File: src/hw/rtl/rct_pkg.sv
// Shared types, constants and arithmetic helpers for the reversible color transform.
package rct_pkg;

   localparam int COMP_W   = 19;
   localparam int WIDE_W   = COMP_W + 5;
   localparam int BYTE_W   = 8;
   localparam int CSR_IW   = 2;
   localparam int CSR_DW   = 3;
   localparam int MOD_BASE = 256;

   localparam logic signed [WIDE_W-1:0] COMP_MAX_W =
      WIDE_W'((64'sd1 <<< (COMP_W - 1)) - 64'sd1);
   localparam logic signed [WIDE_W-1:0] COMP_MIN_W = -(COMP_MAX_W + WIDE_W'(1));
   localparam logic signed [WIDE_W-1:0] MOD_BASE_W = WIDE_W'(MOD_BASE);

   typedef logic signed [COMP_W-1:0] comp_type;
   typedef logic signed [WIDE_W-1:0] wide_type;

   typedef enum logic [2:0] {
      MODE_RAW     = 3'd0,
      MODE_RCT     = 3'd1,
      MODE_YCOCG_R = 3'd2,
      MODE_RDGDB   = 3'd3,
      MODE_LDGEB   = 3'd4,
      MODE_MRDGDB  = 3'd5,
      MODE_MLDGEB  = 3'd6,
      MODE_LOCO_I  = 3'd7
   } mode_type;

   typedef enum logic {
      DIR_FORWARD = 1'b0,
      DIR_INVERSE = 1'b1
   } dir_type;

   localparam logic [CSR_IW-1:0] CSR_MODE = CSR_IW'(0);
   localparam logic [CSR_IW-1:0] CSR_DIR  = CSR_IW'(1);

   // halve, rounding toward zero
   function automatic wide_type half_trunc(input wide_type v);
      wide_type sum;
      sum = v + $signed({{(WIDE_W-1){1'b0}}, v[WIDE_W-1]});
      return sum >>> 1;
   endfunction

   // true modulo 256, result 0..255
   function automatic wide_type umod8(input wide_type v);
      return $signed({{(WIDE_W-BYTE_W){1'b0}}, v[BYTE_W-1:0]});
   endfunction

   // signed modulo 256, result -128..127
   function automatic wide_type smod8(input wide_type v);
      return $signed({{(WIDE_W-BYTE_W){v[BYTE_W-1]}}, v[BYTE_W-1:0]});
   endfunction

   function automatic comp_type sat_comp(input wide_type v);
      comp_type r;
      if (v > COMP_MAX_W) begin
         r = COMP_MAX_W[COMP_W-1:0];
      end else if (v < COMP_MIN_W) begin
         r = COMP_MIN_W[COMP_W-1:0];
      end else begin
         r = v[COMP_W-1:0];
      end
      return r;
   endfunction

endpackage

File: src/hw/rtl/reversible_color_transform_core.sv
// Reversible color transform core: one pixel in, three transformed components out.
//
// Usage:
//   Input: drive req_comp0..2 and raise start. A pixel transfers at a rising
//   edge where start is high and busy is low. busy stays low, so one pixel
//   may transfer in every cycle.
//   Output: the edge after the input transfer raises rsp_strobe, and
//   rsp_out0..2 and rsp_range_error hold the result for that one cycle; the
//   result transfers at the next edge.
//   The receiver takes every result; there is no stall path.
//   A pixel passes the input register, then the result register; throughput
//   is one pixel per cycle, set by the single combinational pass between them.
//   Configuration: csr_index 0 selects transform_mode, 1 selects direction;
//   a write transfers when csr_valid and csr_ready are high (csr_ready stays
//   high). Other indexes are dropped. Write only while no pixel is in flight.
//   Reset (synchronous, active high) clears both pipeline valids and returns
//   the mode to raw pass-through, forward.
module reversible_color_transform_core
   import rct_pkg::*;
(
   input  logic                 clock,
   input  logic                 reset,
   input  logic                 start,
   output logic                 busy,
   input  logic signed [COMP_W-1:0] req_comp0,
   input  logic signed [COMP_W-1:0] req_comp1,
   input  logic signed [COMP_W-1:0] req_comp2,
   output logic                 rsp_strobe,
   output logic signed [COMP_W-1:0] rsp_out0,
   output logic signed [COMP_W-1:0] rsp_out1,
   output logic signed [COMP_W-1:0] rsp_out2,
   output logic                 rsp_range_error,
   input  logic                 csr_valid,
   output logic                 csr_ready,
   input  logic [CSR_IW-1:0]    csr_index,
   input  logic [CSR_DW-1:0]    csr_data
);

   mode_type mode_ff;
   dir_type  dir_ff;

   logic     in_valid_ff;
   comp_type comp0_ff, comp1_ff, comp2_ff;

   logic     out_valid_ff;
   comp_type out0_ff, out1_ff, out2_ff;
   logic     err_ff;

   comp_type out0_in, out1_in, out2_in;
   logic     err_in;

   wide_type a, b, c, x, y, z, t, u;

   assign busy      = 1'b0;
   assign csr_ready = 1'b1;

   always_ff @(posedge clock) begin
      if (reset) begin
         mode_ff <= MODE_RAW;
         dir_ff  <= DIR_FORWARD;
      end else if (csr_valid && csr_ready) begin
         case (csr_index)
            CSR_MODE: mode_ff <= mode_type'(csr_data);
            CSR_DIR:  dir_ff  <= dir_type'(csr_data[0]);
            default:  ;
         endcase
      end
   end

   always_ff @(posedge clock) begin
      if (reset) begin
         in_valid_ff  <= 1'b0;
         out_valid_ff <= 1'b0;
      end else begin
         in_valid_ff  <= start && !busy;
         out_valid_ff <= in_valid_ff;
      end
   end

   always_ff @(posedge clock) begin
      if (start && !busy) begin
         comp0_ff <= req_comp0;
         comp1_ff <= req_comp1;
         comp2_ff <= req_comp2;
      end
      if (in_valid_ff) begin
         out0_ff <= out0_in;
         out1_ff <= out1_in;
         out2_ff <= out2_in;
         err_ff  <= err_in;
      end
   end

   always_comb begin
      a = WIDE_W'(comp0_ff);
      b = WIDE_W'(comp1_ff);
      c = WIDE_W'(comp2_ff);
      x = a;
      y = b;
      z = c;
      t = '0;
      u = '0;
      err_in = 1'b0;
      case (mode_ff)
         MODE_RCT: begin
            if (dir_ff == DIR_FORWARD) begin
               x = (a + (b <<< 1) + c) >>> 2;
               y = c - b;
               z = a - b;
            end else begin
               t = a - ((b + c) >>> 2);
               x = c + t;
               y = t;
               z = b + t;
            end
         end
         MODE_YCOCG_R: begin
            if (dir_ff == DIR_FORWARD) begin
               u = a - c;
               t = c + half_trunc(u);
               z = b - t;
               x = t + half_trunc(z);
               y = u;
            end else begin
               t = a - half_trunc(c);
               u = t - half_trunc(b);
               x = u + b;
               y = c + t;
               z = u;
            end
         end
         MODE_RDGDB: begin
            y = a - b;
            if (dir_ff == DIR_FORWARD) begin
               z = b - c;
            end else begin
               z = (a - b) - c;
            end
         end
         MODE_LDGEB: begin
            if (dir_ff == DIR_FORWARD) begin
               y = a - b;
               x = a - half_trunc(y);
               z = c - x;
            end else begin
               x = a + half_trunc(b);
               y = x - b;
               z = c + a;
            end
         end
         MODE_MRDGDB: begin
            if (dir_ff == DIR_FORWARD) begin
               if (a >= MOD_BASE_W || b >= MOD_BASE_W || c >= MOD_BASE_W) begin
                  err_in = 1'b1;
                  x = '0;
                  y = '0;
                  z = '0;
               end else begin
                  y = smod8(a - b);
                  z = smod8(b - c);
               end
            end else begin
               y = umod8(a - b);
               z = umod8(y - c);
            end
         end
         MODE_MLDGEB: begin
            if (dir_ff == DIR_FORWARD) begin
               if (a >= MOD_BASE_W || b >= MOD_BASE_W || c >= MOD_BASE_W) begin
                  err_in = 1'b1;
                  x = '0;
                  y = '0;
                  z = '0;
               end else begin
                  y = smod8(a - b);
                  x = umod8(a - (y >>> 1));
                  z = smod8(c - x);
               end
            end else begin
               x = umod8(a + (b >>> 1));
               y = umod8(x - b);
               z = umod8(c + a);
            end
         end
         MODE_LOCO_I: begin
            if (dir_ff == DIR_FORWARD) begin
               x = b;
               y = a - b;
               z = c - b;
            end else begin
               x = b + a;
               y = a;
               z = c + a;
            end
         end
         default: ;
      endcase
      out0_in = sat_comp(x);
      out1_in = sat_comp(y);
      out2_in = sat_comp(z);
   end

   assign rsp_strobe      = out_valid_ff;
   assign rsp_out0        = out0_ff;
   assign rsp_out1        = out1_ff;
   assign rsp_out2        = out2_ff;
   assign rsp_range_error = err_ff;

endmodule

File: config.mk
export PLATFORM = sky130hd
export DESIGN_NAME = reversible_color_transform_core
export DESIGN_NICKNAME = d
export VERILOG_FILES = /design/src/hw/rtl/rct_pkg.sv /design/src/hw/rtl/reversible_color_transform_core.sv
export SDC_FILE = /design/constraint.sdc
export NUM_CORES = 2
export LEC_CHECK = 0
export BUFFER_PORTS_ARGS = -buffer_cell sky130_fd_sc_hd__buf_2
export CAP_MARGIN = 40
export CELL_PAD_IN_SITES_DETAIL_PLACEMENT = 0
export CELL_PAD_IN_SITES_GLOBAL_PLACEMENT = 1
export CORE_MARGIN = 1
export CORE_UTILIZATION = 42
export CTS_CLUSTER_DIAMETER = 40
export DETAILED_ROUTE_END_ITERATION = 8
export PLACE_DENSITY_LB_ADDON = 0.1
export REMOVE_ABC_BUFFERS = 1
export SETUP_SLACK_MARGIN = 0.05
export SLEW_MARGIN = 10
export SYNTH_ARGS = -nofsm -noshare
export SYNTH_HDL_FRONTEND = slang
export SYNTH_SLANG_ARGS = --single-unit
File: constraint.sdc
create_clock -name clock -period 35.4 [get_ports clock]
set_input_delay 7.08 -clock clock [delete_from_list [all_inputs] [get_ports clock]]
set_output_delay 7.08 -clock clock [all_outputs]
set_load 0.03 [all_outputs]
==> results.txt <==
Status -> completed
Row count -> 100
Ys flop type -> edfxtp_1
I/O pin cnt -> 127
Die area -> 0.07698 mm^2
DR vias -> 34938
Max Slew Vio Count -> 0
Worst R2R Start -> comp2_ff[1]
First-pass GRT wire length -> 222.4 mm
Clock Tree Buf Depth -> 2
Clock Pin Slew Worst Setup and Hold Paths -> 0.09 ns
Die W -> 277.5 um
Cell mode on critical path -> o21ai_0
Most frequent cells in the layout -> 482 x ha_1, 410 x nor2_1, 376 x a21oi_1, 316 x xnor2_1, 295 x o21ai_0
CTS tree -> done
RSZ-0062 raised after global routing -> false
Largest net degree at the start of global routing -> 105
PwrDens -> 91.17 mW/mm^2
Hold depth -> 0
Detailed Route WL -> 156.0 mm
Drt wl/cell -> 28.98 um
Layout cells sized above 1 -> 8.566%
Initial antenna violation count -> 6
Synth unique cells -> 107
Root Driver -> clkbuf_16
Post-synthesis area per instance -> 7.472 um^2
Largest stage delay on the critical path -> 0.70 ns
Core footprint -> 0.07470 mm^2
CP Class -> reg -> reg
Hold Slack -> 0.7207 ns
Crit Path Max Fanout -> 18
Synthesized area -> 0.03187 mm^2
Register area share after synthesis -> 11.21%
Synthesis Warnings -> 0
# clock sinks -> 121
Vias in the first global route -> 33096
Slowest-stage cell, CP -> o31ai_1
Hold_sp -> in_valid_ff
#FFs+latches synth -> 121
Layout Nets -> 4993
Post-CTS Setup Bufs -> 0
Post-Syn Instances -> 4265
Setup Skew -> 0.03230 ns
Min Clock Period, post-route -> 14.90 ns
GRT Total Usage -> 39.54%
Clk_lat worst skew -> 0.52 ns
Post-DP HPWL -> 124.6 mm
Synthesis-to-layout area growth -> 9.219%
Commonest non-fill, non-tap cell in the layout -> ha_1
Maximum vdd drop -> 0.06752 mV
Crit. End Element -> flop
Tcrit/Tclk final -> 42.09%
WP buf/inv -> 6
Worst-Margin Slew -> 0.9901 ns
Die Y -> 277.5 um
Post-synth EDFFs -> 115
Top delay family on crit path -> compound AO/OA/AOI/OAI gates
Drc violations -> 0
Worst reg-to-reg path cell count -> 59
Hold Path Class -> reg -> reg
Reg2Reg Setup Slack -> 20.50 ns
Worst Path Required -> 35.74 ns
Routed Antenna Nets -> 0
Cells resized by post-CTS repair -> 0
Post-synth ARST share -> 0%
Top cell type by total area after synthesis -> ha_1
Area share of the leading cell type in the synthesized netlist -> 18.92%
Vias per std cell -> 6.490
Critical Path Start Type -> flop
Fmax -> 67.11 MHz
Top cells by area, synth -> ha_1 19%, edfxtp_1 11%, xnor2_1 8.7%
Final Hold Fails -> 0
Total grt overflow -> 0
GPL Wtd Cong -> 1.031
Setup_tns -> 0 ns
Initial Util -> 42.66%
# hold bufs at CTS -> 0
H-tree depth -> 4
Finish-stage setup viols -> 0
Max Cap Viol -> 0
Critical Path AT -> 15.24 ns
Reg2reg end -> rsp_out0[9]
PortBufs -> 124
Num CTS Buffers -> 17
DRT iter0 DRCs -> 4340
First-pass DRT Iterations -> 6
Endpoint, Worst Hold -> rsp_range_error
Leak pwr -> 15.05 nW
Relative slew margins -> 33.52%
kinds of logic after synthesis:
family / synth area share [%]
XOR/XNOR: 11.77
flip-flops: 11.21
multiplexers: 1.237
adder cells (fa/ha/maj): 21.81
other: 0.02357
AO/OA/AOI/OAI: 28.94
buffers and inverters: 5.351
AND/OR/NAND/NOR: 19.65
cell usage after synthesis (44+ instances only):
| cell | number |
|---|---|
| ha_1 | 482 |
| nor2_1 | 412 |
| a21oi_1 | 376 |
| xnor2_1 | 316 |
| o21ai_0 | 295 |
| nand2_1 | 282 |
| inv_1 | 281 |
| nor3_1 | 135 |
| a21o_1 | 118 |
| edfxtp_1 | 115 |
| xor2_1 | 108 |
| clkbuf_1 | 104 |
| nand3_1 | 98 |
| nor2b_1 | 73 |
| o21bai_1 | 61 |
| nand2b_1 | 59 |
| o22ai_1 | 53 |
| a31oi_1 | 51 |
| a21boi_0 | 47 |
| o21a_1 | 47 |
| and3_1 | 45 |
| fa_1 | 45 |
| a211oi_1 | 44 |
final cells by class:
class / instances / area [um^2]
fillers: 7662 / 39890
inverters: 285 / 1072
clock inverters: 14 / 171.4
clock buffers: 18 / 439.2
well taps: 969 / 1212
flip-flops and latches: 121 / 3581
repair buffers: 260 / 1689
diodes: 1 / 2.502
multi-input cells: 3715 / 26640
through the flow:
stage / area, um^2 / power [mW] / util [%] / cells / worst slack [ns]
global placement: 34060 / 2.849 / 45.59 / 5335 / 21.15
detailed placement: 34180 / 2.857 / 45.76 / 5348 / 20.91
global route: 34800 / 3.387 / 46.59 / 5382 / 19.55
floorplan: 31230 / 2.070 / - / 4121 / 23.48
finish: 34810 / 3.173 / 46.60 / 5383 / 20.50
CTS: 34790 / 3.081 / 46.58 / 5380 / 20.81
where the power goes:
part,leakage [nW],switching (mW),internal (mW),total [mW]
Clock,0.299,0.0999,0.109,0.209
Combinational,13.6,1.76,1.02,2.78
Sequential,1.15,0.00784,0.179,0.187
worst max-delay path by stage:
stage / slack [ns] / start / cells after the start / to
floorplan: 23.48 / dir_ff / 12 / rsp_out0[12]
global placement: 21.15 / comp2_ff[1] / 55 / rsp_out0[8]
detailed placement: 20.91 / comp2_ff[1] / 59 / rsp_out0[6]
CTS: 20.81 / comp2_ff[1] / 59 / rsp_out0[9]
global route: 19.55 / comp2_ff[1] / 59 / rsp_out0[9]
finish: 20.50 / comp2_ff[1] / 59 / rsp_out0[9]
state kept, by name, indices dropped and copies added (netlist names):
register / flops
comp0_ff: 19
comp1_ff: 19
comp2_ff: 19
rsp_out0: 19
rsp_out1: 19
rsp_out2: 19
mode_ff: 3
dir_ff: 1
in_valid_ff: 1
rsp_range_error: 1
rsp_strobe: 1
metal layers:
| metal | routed length [um] | vias up | GRT usage (%) |
|---|---|---|---|
| met3 | 18220 | 274 | 8.397 |
| met4 | 5391 | 4 | 13.21 |
| li1 | - | 15925 | - |
| met1 | 67830 | 16757 | 56.00 |
| met2 | 64560 | 1978 | 58.85 |
| met5 | 23 | - | 0 |
Note: power is estimated with default switching activity, not from simulation.
